--- src/hsvrgb_pkg.sv ---
// Shared constants, payload types and sector codes for the HSV to RGB converter.
// Depends on nothing; every other file of the block imports it.
package hsvrgb_pkg;

	localparam int CH_W       = 8;
	localparam int HUE_W      = 16;
	localparam int HC_W       = 15;
	localparam int FRAC_W     = 12;
	localparam int HUE_FULL   = 23040;
	localparam int HUE_SECTOR = 3840;
	localparam int CH_MAX     = 255;
	localparam int N_SECTOR   = 6;

	// q and t numerators: v * (D - s*F), D = 255 * 3840
	localparam int QT_DEN     = CH_MAX * HUE_SECTOR;
	localparam int NUM_W      = 20;
	localparam int PROD_W     = CH_W + NUM_W;
	localparam int QT_PRE     = 8;
	localparam int QT_DIV     = QT_DEN / (1 << QT_PRE);
	localparam int QT_RSH     = 32;
	localparam int unsigned QT_RECIP = 32'((64'd1 << QT_RSH) / QT_DIV);

	// p numerator: v * (255 - s)
	localparam int PZ_W       = 2 * CH_W;
	localparam int P_PRE      = 0;
	localparam int P_RSH      = 24;
	localparam int unsigned P_RECIP = 32'((64'd1 << P_RSH) / CH_MAX);

	localparam int S_DATA_W   = HUE_W + 2 * CH_W;
	localparam int M_DATA_W   = 3 * CH_W;

	typedef enum logic [2:0] {
		SEC_RED     = 3'd0,
		SEC_YELLOW  = 3'd1,
		SEC_GREEN   = 3'd2,
		SEC_CYAN    = 3'd3,
		SEC_BLUE    = 3'd4,
		SEC_MAGENTA = 3'd5
	} sector_t;

	typedef struct packed {
		logic [CH_W-1:0]   sat;
		logic [CH_W-1:0]   bri;
		sector_t           sector;
		logic [FRAC_W-1:0] frac;
	} front_t;

	typedef struct packed {
		sector_t         sector;
		logic [CH_W-1:0] bri;
	} side_t;

endpackage

--- src/hsvrgb_front.sv ---
// Stage 1: hue wrap, sector index and in-sector fraction.
// Depends on hsvrgb_pkg.
module hsvrgb_front (
	input  logic                           clk,
	input  logic                           en,
	input  logic [hsvrgb_pkg::HUE_W-1:0]   hue,
	input  logic [hsvrgb_pkg::CH_W-1:0]    saturation,
	input  logic [hsvrgb_pkg::CH_W-1:0]    brightness,
	output hsvrgb_pkg::front_t             pix_s1
);
	import hsvrgb_pkg::*;

	logic [HC_W-1:0] hc;
	logic [2:0]      cnt;
	logic [HC_W-1:0] base;

	// wrap: a full turn or more reads as zero
	assign hc = (hue >= HUE_W'(HUE_FULL)) ? '0 : hue[HC_W-1:0];

	always_comb begin
		cnt = '0;
		for (int k = 1; k < N_SECTOR; k++) begin
			if (hc >= HC_W'(k * HUE_SECTOR)) begin
				cnt = 3'(k);
			end
		end
	end

	assign base = HC_W'(cnt) * HC_W'(HUE_SECTOR);

	always_ff @(posedge clk) begin
		if (en) begin
			pix_s1.sat    <= saturation;
			pix_s1.bri    <= brightness;
			pix_s1.sector <= sector_t'(cnt);
			pix_s1.frac   <= FRAC_W'(hc - base);
		end
	end

endmodule

--- src/hsvrgb_prod.sv ---
// Stages 2 and 3: numerators of p, q and t; each path has at most one multiply per stage.
// Depends on hsvrgb_pkg.
module hsvrgb_prod (
	input  logic                            clk,
	input  logic                            en_s2,
	input  logic                            en_s3,
	input  hsvrgb_pkg::front_t              pix_s1,
	output logic [hsvrgb_pkg::PROD_W-1:0]   xq_s3,
	output logic [hsvrgb_pkg::PROD_W-1:0]   xt_s3,
	output logic [hsvrgb_pkg::PZ_W-1:0]     pz_s3
);
	import hsvrgb_pkg::*;

	logic [FRAC_W-1:0] comp;
	logic [NUM_W-1:0]  sf;
	logic [NUM_W-1:0]  sc;
	logic [NUM_W-1:0]  nq_s2;
	logic [NUM_W-1:0]  nt_s2;
	logic [PZ_W-1:0]   pz_s2;
	logic [CH_W-1:0]   bri_s2;

	assign comp = FRAC_W'(HUE_SECTOR) - pix_s1.frac;
	assign sf   = NUM_W'(pix_s1.sat) * NUM_W'(pix_s1.frac);
	assign sc   = NUM_W'(pix_s1.sat) * NUM_W'(comp);

	always_ff @(posedge clk) begin
		if (en_s2) begin
			nq_s2  <= NUM_W'(QT_DEN) - sf;
			nt_s2  <= NUM_W'(QT_DEN) - sc;
			pz_s2  <= PZ_W'(pix_s1.bri) * PZ_W'(CH_W'(CH_MAX) - pix_s1.sat);
			bri_s2 <= pix_s1.bri;
		end
	end

	always_ff @(posedge clk) begin
		if (en_s3) begin
			xq_s3 <= PROD_W'(bri_s2) * PROD_W'(nq_s2);
			xt_s3 <= PROD_W'(bri_s2) * PROD_W'(nt_s2);
			pz_s3 <= pz_s2;
		end
	end

endmodule

--- src/hsvrgb_cdiv.sv ---
// Stages 4 and 5: truncating division by a constant, reciprocal estimate then
// one compare-and-increment fix. Depends on hsvrgb_pkg.
module hsvrgb_cdiv #(
	parameter int          IN_W    = hsvrgb_pkg::PROD_W,
	parameter int          PRE_SH  = hsvrgb_pkg::QT_PRE,
	parameter int unsigned DIVISOR = hsvrgb_pkg::QT_DIV,
	parameter int unsigned RECIP   = hsvrgb_pkg::QT_RECIP,
	parameter int          RSH     = hsvrgb_pkg::QT_RSH
) (
	input  logic                          clk,
	input  logic                          en_s4,
	input  logic                          en_s5,
	input  logic [IN_W-1:0]               num,
	output logic [hsvrgb_pkg::CH_W-1:0]   quo_s5
);
	import hsvrgb_pkg::*;

	localparam int YW  = IN_W - PRE_SH;
	localparam int RW  = $clog2(RECIP + 1);
	localparam int PW  = YW + RW;
	localparam int YW1 = YW + 1;

	logic [YW-1:0]   y;
	logic [PW-1:0]   prod;
	logic [YW-1:0]   y_s4;
	logic [CH_W-1:0] est_s4;
	logic [YW-1:0]   back;
	logic [YW-1:0]   rem;

	// the low PRE_SH bits cannot change the quotient
	assign y    = num[IN_W-1:PRE_SH];
	assign prod = PW'(y) * PW'(RECIP);

	always_ff @(posedge clk) begin
		if (en_s4) begin
			y_s4   <= y;
			est_s4 <= prod[RSH +: CH_W];
		end
	end

	// estimate is exact or one short
	assign back = YW'(est_s4) * YW'(DIVISOR);
	assign rem  = y_s4 - back;

	always_ff @(posedge clk) begin
		if (en_s5) begin
			quo_s5 <= est_s4 + CH_W'(rem >= YW'(DIVISOR));
		end
	end

`ifndef NO_ASSERTIONS
	a_rem_bound: assert property (@(posedge clk)
		en_s5 |-> ({1'b0, rem} < YW1'(2 * DIVISOR)))
		else $error("divider estimate off by more than one");
`endif

endmodule

--- src/hsv_to_rgb_converter_unit.sv ---
// Top level of the HSV to RGB converter: handshake, valid/ready chain and the
// sector routing output register. Depends on hsvrgb_pkg, hsvrgb_front,
// hsvrgb_prod and hsvrgb_cdiv.
//
// Channel   Direction  Payload (low bit first)                 Transaction
// s_axis    in         hue[15:0] sat[23:16] bri[31:24]         s_tvalid && s_tready
// m_axis    out        red[7:0] green[15:8] blue[23:16]        m_tvalid && m_tready
//
// An accepted input transaction passes through the stage registers s1 to s6 in order,
// s6 being the output register; throughput is one pixel per cycle while m_tready stays
// high, since every stage can reload in each cycle.
// Each stage carries its own valid bit, and a stage loads whenever it is empty or
// the stage after it moves, so bubbles are squeezed out under back-pressure.
// A stall on m_tready holds each full stage with no empty stage after it; nothing is
// dropped or repeated. arst_n clears only the valid bits, not the payload registers.
module hsv_to_rgb_converter_unit (
	input  logic                                clk,
	input  logic                                arst_n,
	input  logic                                s_tvalid,
	output logic                                s_tready,
	input  logic [hsvrgb_pkg::S_DATA_W-1:0]     s_tdata,  // hue, saturation, brightness
	output logic                                m_tvalid,
	input  logic                                m_tready,
	output logic [hsvrgb_pkg::M_DATA_W-1:0]     m_tdata   // red, green, blue
);
	import hsvrgb_pkg::*;

	// Stage valid bits
	logic vld_s1, vld_s2, vld_s3, vld_s4, vld_s5, vld_s6;
	// Stage ready: a stage may load when empty or when its content moves on
	logic rdy_s1, rdy_s2, rdy_s3, rdy_s4, rdy_s5, rdy_s6;
	// Load enables: ready and something to load
	logic en_s1, en_s2, en_s3, en_s4, en_s5, en_s6;

	front_t pix_s1;
	side_t  side_s2, side_s3, side_s4, side_s5;

	logic [PROD_W-1:0] xq_s3, xt_s3;
	logic [PZ_W-1:0]   pz_s3;
	logic [CH_W-1:0]   q_s5, t_s5, p_s5;
	logic [CH_W-1:0]   red_s6, green_s6, blue_s6;

	assign rdy_s6 = !vld_s6 || m_tready;
	assign rdy_s5 = !vld_s5 || rdy_s6;
	assign rdy_s4 = !vld_s4 || rdy_s5;
	assign rdy_s3 = !vld_s3 || rdy_s4;
	assign rdy_s2 = !vld_s2 || rdy_s3;
	assign rdy_s1 = !vld_s1 || rdy_s2;

	assign en_s1 = rdy_s1 && s_tvalid;
	assign en_s2 = rdy_s2 && vld_s1;
	assign en_s3 = rdy_s3 && vld_s2;
	assign en_s4 = rdy_s4 && vld_s3;
	assign en_s5 = rdy_s5 && vld_s4;
	assign en_s6 = rdy_s6 && vld_s5;

	assign s_tready = rdy_s1;
	assign m_tvalid = vld_s6;
	assign m_tdata  = {blue_s6, green_s6, red_s6};

	// Advance valid bits; a stage that moves on without a refill goes empty
	always_ff @(posedge clk or negedge arst_n) begin
		if (!arst_n) begin
			vld_s1 <= 1'b0;
			vld_s2 <= 1'b0;
			vld_s3 <= 1'b0;
			vld_s4 <= 1'b0;
			vld_s5 <= 1'b0;
			vld_s6 <= 1'b0;
		end else begin
			if (rdy_s1) vld_s1 <= s_tvalid;
			if (rdy_s2) vld_s2 <= vld_s1;
			if (rdy_s3) vld_s3 <= vld_s2;
			if (rdy_s4) vld_s4 <= vld_s3;
			if (rdy_s5) vld_s5 <= vld_s4;
			if (rdy_s6) vld_s6 <= vld_s5;
		end
	end

	// Stage 1: wrap hue, split into sector and fraction
	hsvrgb_front u_front (
		.clk        (clk),
		.en         (en_s1),
		.hue        (s_tdata[HUE_W-1:0]),
		.saturation (s_tdata[HUE_W +: CH_W]),
		.brightness (s_tdata[HUE_W+CH_W +: CH_W]),
		.pix_s1     (pix_s1)
	);

	// Stages 2-3: numerators
	hsvrgb_prod u_prod (
		.clk    (clk),
		.en_s2  (en_s2),
		.en_s3  (en_s3),
		.pix_s1 (pix_s1),
		.xq_s3  (xq_s3),
		.xt_s3  (xt_s3),
		.pz_s3  (pz_s3)
	);

	// Stages 4-5: divide by 255*3840 for q and t, by 255 for p
	hsvrgb_cdiv #(
		.IN_W    (PROD_W),
		.PRE_SH  (QT_PRE),
		.DIVISOR (QT_DIV),
		.RECIP   (QT_RECIP),
		.RSH     (QT_RSH)
	) u_div_q (
		.clk    (clk),
		.en_s4  (en_s4),
		.en_s5  (en_s5),
		.num    (xq_s3),
		.quo_s5 (q_s5)
	);

	hsvrgb_cdiv #(
		.IN_W    (PROD_W),
		.PRE_SH  (QT_PRE),
		.DIVISOR (QT_DIV),
		.RECIP   (QT_RECIP),
		.RSH     (QT_RSH)
	) u_div_t (
		.clk    (clk),
		.en_s4  (en_s4),
		.en_s5  (en_s5),
		.num    (xt_s3),
		.quo_s5 (t_s5)
	);

	hsvrgb_cdiv #(
		.IN_W    (PZ_W),
		.PRE_SH  (P_PRE),
		.DIVISOR (CH_MAX),
		.RECIP   (P_RECIP),
		.RSH     (P_RSH)
	) u_div_p (
		.clk    (clk),
		.en_s4  (en_s4),
		.en_s5  (en_s5),
		.num    (pz_s3),
		.quo_s5 (p_s5)
	);

	// Carry sector and value alongside the arithmetic
	always_ff @(posedge clk) begin
		if (en_s2) begin
			side_s2.sector <= pix_s1.sector;
			side_s2.bri    <= pix_s1.bri;
		end
		if (en_s3) side_s3 <= side_s2;
		if (en_s4) side_s4 <= side_s3;
		if (en_s5) side_s5 <= side_s4;
	end

	// Stage 6: route v, p, q, t by sector. Zero saturation needs no special
	// case: p, q and t all come out equal to v then.
	always_ff @(posedge clk) begin
		if (en_s6) begin
			case (side_s5.sector)
				SEC_RED: begin
					red_s6 <= side_s5.bri; green_s6 <= t_s5; blue_s6 <= p_s5;
				end
				SEC_YELLOW: begin
					red_s6 <= q_s5; green_s6 <= side_s5.bri; blue_s6 <= p_s5;
				end
				SEC_GREEN: begin
					red_s6 <= p_s5; green_s6 <= side_s5.bri; blue_s6 <= t_s5;
				end
				SEC_CYAN: begin
					red_s6 <= p_s5; green_s6 <= q_s5; blue_s6 <= side_s5.bri;
				end
				SEC_BLUE: begin
					red_s6 <= t_s5; green_s6 <= p_s5; blue_s6 <= side_s5.bri;
				end
				default: begin
					red_s6 <= side_s5.bri; green_s6 <= p_s5; blue_s6 <= q_s5;
				end
			endcase
		end
	end

`ifndef NO_ASSERTIONS
	// A full pipeline under a stalled output must refuse input
	a_full_stall: assert property (@(posedge clk) disable iff (!arst_n)
		(vld_s1 && vld_s2 && vld_s3 && vld_s4 && vld_s5 && vld_s6 && !m_tready)
		|-> !s_tready)
		else $error("input taken while pipeline full and stalled");

	// p is the smallest channel
	a_p_min: assert property (@(posedge clk) disable iff (!arst_n)
		vld_s5 |-> (p_s5 <= q_s5 && p_s5 <= t_s5))
		else $error("p exceeds q or t");

	// q and t never exceed the value
	a_v_max: assert property (@(posedge clk) disable iff (!arst_n)
		vld_s5 |-> (q_s5 <= side_s5.bri && t_s5 <= side_s5.bri))
		else $error("q or t exceeds value");
`endif

endmodule

--- config.mk ---
export PLATFORM = sky130hd
export DESIGN_NAME = hsv_to_rgb_converter_unit
export DESIGN_NICKNAME = d
export VERILOG_FILES = /design/src/hsvrgb_pkg.sv /design/src/hsvrgb_front.sv /design/src/hsvrgb_prod.sv /design/src/hsvrgb_cdiv.sv /design/src/hsv_to_rgb_converter_unit.sv
export SDC_FILE = /design/constraint.sdc
export NUM_CORES = 2
export LEC_CHECK = 0
export ABC_AREA = 1
export BUFFER_PORTS_ARGS = -buffer_cell sky130_fd_sc_hd__buf_4
export CAP_MARGIN = 20
export CORE_MARGIN = 1.5
export CORE_UTILIZATION = 56
export DETAILED_ROUTE_END_ITERATION = 7
export HOLD_SLACK_MARGIN = 0.02
export PLACE_DENSITY = 0.72
export SLEW_MARGIN = 20
export SYNTH_ARGS = -nofsm -noshare
export SYNTH_HDL_FRONTEND = slang
export SYNTH_SLANG_ARGS = --single-unit
export TNS_END_PERCENT = 10
--- constraint.sdc ---
create_clock -name clk -period 12.23 [get_ports clk]
set_input_delay 1.223 -clock clk [delete_from_list [all_inputs] [get_ports clk]]
set_output_delay 1.223 -clock clk [all_outputs]
set_load 0.1 [all_outputs]
Word level (Yosys, flattened, before mapping)

Cells that the tools add are included.

Flip-flop bits (word level): 337
Bits of input ports: 36
Output and inout bits: 26
Word-level logic and storage cells: 104

$add $sub $neg: 11
$mul: 12
Magnitude comparators: 9
Equal/unequal tests: 4
Mux-type cells: 9
Reduce and logical (&&, ||, !) cells: 23

Operators with widths:

| kind                                                                     | count |
|---|---|
| 20-bit by 21-bit multiplier with 40-bit output (second input constant)   | 2 |
| 8-bit case mux with 3 select lines                                       | 3 |
| 8-bit by 20-bit multiplier with 28-bit output                            | 2 |
| 20-bit by 12-bit >= comparator with 1-bit output (second input constant) | 2 |
| 8-bit by 12-bit multiplier with 20-bit output                            | 2 |
| 8-bit by 12-bit multiplier with 20-bit output (second input constant)    | 2 |
| 20-bit subtractor                                                        | 2 |
| 20-bit subtractor (first input constant)                                 | 2 |
| 16-bit by 17-bit multiplier with 32-bit output (second input constant)   | 1 |
| 15-bit by 14-bit >= comparator with 1-bit output (second input constant) | 2 |
| 8-bit by 1-bit adder with 8-bit output                                   | 3 |
| 16-bit by 15-bit >= comparator with 1-bit output (second input constant) | 1 |
| 16-bit by 8-bit >= comparator with 1-bit output (second input constant)  | 1 |
| 8-bit by 16-bit multiplier with 16-bit output                            | 1 |
| 8-bit by 8-bit multiplier with 16-bit output (second input constant)     | 1 |
| 16-bit subtractor                                                        | 1 |
| 15-bit by 12-bit >= comparator with 1-bit output (second input constant) | 1 |
| 15-bit by 13-bit >= comparator with 1-bit output (second input constant) | 1 |
| 15-bit >= comparator (second input constant)                             | 1 |
| 15-bit two-way mux                                                       | 1 |
| 12-bit subtractor                                                        | 1 |
| 12-bit subtractor (first input constant)                                 | 1 |
| 8-bit by 8-bit subtractor with 9-bit output (first input constant)       | 1 |
| 2-bit OR reduction                                                       | 4 |
| other kinds (11)                                                         | 29 |

Logic depth before layout (Yosys ltp)

Word-level depth: 10
Gate-level depth with buffers: 29

Hierarchy

A second synthesis with hierarchy kept.

Cell total of the unflattened synthesis: 6,694
Area total of the unflattened synthesis: 54,315.8 µm²

Modules (own cells, without submodules):

| module                    | times used | cells an instance | area each (µm²) | sequential area each (µm²) |
|---|---|---|---|---|
| hsvrgb_prod               | 1          | 3,278             | 24,793.8        | 4,023.9 |
| hsvrgb_cdiv (u_div_q ...) | 2          | 1,229             | 10,162.2        | 1,081.0 |
| hsvrgb_cdiv (u_div_p)     | 1          | 580               | 4,745.8         | 960.9 |
| hsv_to_rgb_converter_unit | 1          | 250               | 3,000.4         | 2,192.1 |
| hsvrgb_front              | 1          | 128               | 1,451.4         | 930.9 |

Worst setup path after synthesis

OpenSTA, ideal clock, no wires.

Path kind: flip-flop to flip-flop
Start: register u_front.pix_s1[0] (netlist name)
End: register u_prod.nt_s2[16], data pin
Arrival: 4,892 ps
Setup slack: 7,079 ps
Cell stages (with the launch flop): 30
Buffers on the path: 1
Period minus slack after synthesis: 5,151 ps
Cells stage by stage: edfxtp_1 > buf_2 > inv_1 > ha_1 > inv_1 > nor3_4 > inv_2 > nor2_2 > nand3_2 > nor2_1 > or2_2 > nand2_1 > inv_1 > nand2_1 > fa_1 > inv_1 > fa_1 > fa_1 > inv_1 > fa_1 > ha_1 > nand2_1 > nor2_1 > nand2_1 > nand3_1 > a21boi_0 > o21ai_1 > nand2_1 > nand2_1 > xor2_1

Longest elaborated chain between the ends: 3

Ends and longest elaborated chain:

| element                                       | line              | RTL |
|---|---|---|
| 12-bit subtractor                             | hsvrgb_prod.sv:22 | `assign comp = FRAC_W'(HUE_SECTOR) - pix_s1.frac;` |
| 8-bit by 12-bit multiplier with 20-bit output | hsvrgb_prod.sv:24 | `assign sc = NUM_W'(pix_s1.sat) * NUM_W'(comp);` |
| 20-bit subtractor                             | hsvrgb_prod.sv:29 | `nt_s2 <= NUM_W'(QT_DEN) - sc;` |
| end signal, assigned                          | hsvrgb_prod.sv:29 |  |
| end, declared                                 | hsvrgb_prod.sv:18 | `logic [NUM_W-1:0] nt_s2;` |

Every way passes these cells.
A chain may end at the register's enable or synchronous reset.

Final worst setup path

Start: register u_prod.xt_s3[22] (netlist bit)
End: register u_div_t.est_s4[7], data pin

Longest elaborated chain between the ends: 1

Ends and longest elaborated chain:

| element                                        | line              | RTL |
|---|---|---|
| start, declared                                | hsvrgb_prod.sv:9  | `output logic [hsvrgb_pkg::PROD_W-1:0] xt_s3,` |
| start signal, assigned                         | hsvrgb_prod.sv:38 | `xt_s3 <= PROD_W'(bri_s2) * PROD_W'(nt_s2);` |
| 20-bit by 21-bit multiplier with 40-bit output | hsvrgb_cdiv.sv:32 | `assign prod = PW'(y) * PW'(RECIP);` |
| net u_div_t.prod[39]                           | hsvrgb_cdiv.sv:24 | `logic [PW-1:0] prod;` |
| end signal, assigned                           | hsvrgb_cdiv.sv:37 | `est_s4 <= prod[RSH +: CH_W];` |
| end, declared                                  | hsvrgb_cdiv.sv:26 | `logic [CH_W-1:0] est_s4;` |

The timed path passes the listed nets, and every way through them passes these cells.

==> results.json <==
{
  "drive_above_1_share_pct": 3.248,
  "synth_ff_type": "edfxtp_1",
  "slew_viol_final": 0,
  "hpwlAfterDp_mm": 94.05,
  "worstPathCellList": "ha_1, inv_1, fa_1, inv_1, fa_1, fa_1, inv_1, fa_1, inv_1, fa_1, fa_1, ha_1, a21oi_1, o21bai_1, a21oi_1, o21ai_0, nand2_1, nand3_1, xor2_1",
  "area_growth_syn_to_layout_pct": 5.665,
  "post_cts_buffers": 0,
  "setup_viol": 0,
  "grt_first_pass_wirelength_mm": 187.0,
  "regArea_um2": 9579,
  "layout_commonest_cell": "inv_1",
  "synth_nets": 7502,
  "io_pins": 62,
  "slew_headroom_pct": 33.68,
  "antenna_found_initial": 1,
  "cp_slowest_cell": "edfxtp_1",
  "worstMarginPinSlew_ns": 0.9948,
  "yosys-top-cells-area": "fa_1, ha_1, edfxtp_1, inv_1, nand2_1",
  "clock_latency_ns": 0.58,
  "rsz0062_at_grt": "false",
  "diodes": 0,
  "fin_nets": 7514,
  "synthArstFlopShare_pct": 1.875,
  "endpoint": "u_div_t.est_s4[7]",
  "status": "finished, final reports clean",
  "netlist.area_leader.share_pct": 25.90,
  "die_h_um": 305.0,
  "min_path_type": "flip-flop to flip-flop",
  "worst_path_most_repeated_cell": "fa_1",
  "crit_type": "flip-flop to flip-flop",
  "drtIter0Drc": 2228,
  "r2r_start": "u_prod.xt_s3[22]",
  "slowest_delay_ns": 0.56,
  "cts_made_buffers": 39,
  "final_core_util_pct": 59.88,
  "avgViaCountPerCell": 5.206,
  "finalHoldViolCount": 0,
  "skew_ns": 0.04160,
  "htree_num_levels": 2,
  "critPathArrivalTime_ns": 5.97,
  "vias": 37540,
  "synth-seq-area-share_pct": 18.75,
  "fin_crit_sh_pct": 46.44,
  "multi_input_area_um2": 35140,
  "clk_pin_slew_ns": 0.06,
  "fillCellCount": 7849,
  "cts_resized": 0,
  "critical_path_depth": 19,
  "synth_edf_count": 314,
  "start_kind": "flip-flop",
  "start_util_pct": 56.67,
  "ys_seq_elements": 320,
  "cpLargestDelayFamily": "adder cells",
  "clk_path_buf_depth": 3,
  "gp_congestion": 0.9356,
  "crit_path_start": "u_prod.xt_s3[22]",
  "syn_avg_cell_area_um2": 8.525,
  "finalCriticalPeriod_ns": 5.680,
  "die_area_um2": 93040,
  "path_max_fanout": 7,
  "std_cell_rows": 110,
  "r2r_end": "u_div_t.est_s4[7]",
  "grtUsageTotal_pct": 24.63,
  "crit_buf_inv": 4,
  "yosysTopAreaCell": "fa_1",
  "root_buffer": "clkbuf_16",
  "drt_pass1_iterations": 5,
  "synth.distinct_cells": 58,
  "drc": 0,
  "cts_hold_buf": 0,
  "r2r_slack_ns": 6.55,
  "syn-cell-area_um2": 51080,
  "gr-total-overflow": 0,
  "cts.sinks": 320,
  "tritoncts": "done",
  "detail-route-antenna-nets": 0,
  "required_ns": 12.53,
  "first_global_vias": 38840,
  "critPathCaptureType": "flip-flop",
  "maxCapViolCount": 0,
  "wl_per_cell_um": 15.46,
  "die_w_um": 305.0,
  "io_buffers": 61,
  "coreArea_um2": 90150,
  "grt_max_degree": 67,
  "tns_ns": 0,
  "finalWirelength_mm": 111.5,
  "ys.warnings.count": 0,
  "fmax_ghz": 0.1761,
  "rr_worst_depth": 19,
  "worstHoldStart": "side_s4[0]",
  "final_cell_mix": "inv_1, nand2_1, ha_1, fa_1, nor2_1",
  "syn_inst": 5992
}
## through the flow
stage | std cells | cell area, um2 | hold slack [ns] | setup slack [ns]
6_report | 7211 | 53980 | 0.4031 | 6.550
3_3_place_gp | 7139 | 52690 | 0.4001 | 6.698
5_1_grt | 7211 | 53980 | 0.4155 | 6.107
2_1_floorplan | 5992 | 51080 | 0.4003 | 7.079
4_1_cts | 7211 | 53980 | 0.4030 | 6.556
3_5_place_dp | 7139 | 52690 | 0.4045 | 6.578
## kinds of logic (layout without fill, tap and decap cells)
family / after synthesis / count (layout) / synth area share [%]
DFF: 320 / 320 / 18.75
buffers and inverters: 1679 / 1722 / 12.49
AOI/OAI and AO/OA: 482 / 482 / 5.406
adders and majority gates: 1474 / 1474 / 45.82
xor gates and xnor gates: 140 / 140 / 2.415
and+or+nand+nor: 1897 / 1897 / 15.12
## registers in the layout, summed over array words and instances (netlist names), 11 cells and up
register,count
u_prod.nq_s2,19
u_prod.nt_s2,20
u_prod.xt_s3,20
side_s3,11
u_div_q.y_s4,20
u_prod.xq_s3,20
u_div_p.y_s4,16
side_s5,11
side_s4,11
u_prod.pz_s3,16
u_prod.pz_s2,16
u_div_t.y_s4,20
u_front.pix_s1,31
## worst reg2reg max path: stages (launching register included)
cell and delay [ns]:
edfxtp_1 0.56, ha_1 0.40, inv_1 0.07, fa_1 0.43, inv_1 0.08, fa_1 0.44, fa_1 0.52, inv_1 0.05
fa_1 0.48, inv_1 0.05, fa_1 0.49, fa_1 0.42, ha_1 0.33, a21oi_1 0.18, o21bai_1 0.09, a21oi_1 0.26
o21ai_0 0.16, nand2_1 0.09, nand3_1 0.14, xor2_1 0.18
## cells in the mapped netlist (9+ instances only)
cell type / count
nand4_1: 52
o21a_1: 15
o2111ai_1: 10
ha_1: 813
fa_1: 661
clkbuf_1: 58
clkbuf_2: 28
o21ai_0: 106
xor2_1: 94
edfxtp_1: 314
buf_1: 10
nand3b_1: 12
a21oi_1: 230
xnor2_1: 45
nand2_1: 1201
nor4_1: 11
a21o_1: 26
or2_2: 10
nor3_1: 37
nor2_1: 380
a31oi_1: 35
o21bai_1: 15
o22ai_1: 13
nand3_1: 161
nand2_2: 9
inv_1: 1560
## layer usage
metal / routed length, um / vias up / track usage (%)
met5: 0 / - / 0
met4: 3415 / 0 / 7.674
met3: 6497 / 199 / 3.574
met2: 52750 / 905 / 42.25
met1: 48820 / 17960 / 32.16
li1: - / 18480 / -
## worst min path at each step
| stage | endpoint | slack [ns] | depth (start not counted) |
|---|---|---|---|
| global placement | side_s4[1] | 0.40 | 0 |
| CTS | vld_s5 | 0.40 | 1 |
| finish | side_s5[0] | 0.40 | 0 |
| floorplan | side_s2[10] | 0.40 | 0 |
| global route | m_tvalid | 0.42 | 1 |
| detailed placement | side_s4[2] | 0.40 | 0 |
## final cells by class
class | count | share of cell area (%)
multi-input combinational | 3993 | 65.10
sequential | 320 | 17.75
inverter | 1569 | 10.91
tap | 1176 | 2.726
clock buffer | 46 | 1.857
timing repair buffer | 81 | 1.127
clock inverter | 26 | 0.5285
Power is left out: the tool's default activity adds up to more than one toggle a clock period on the data nets, which glitch-free logic cannot reach.
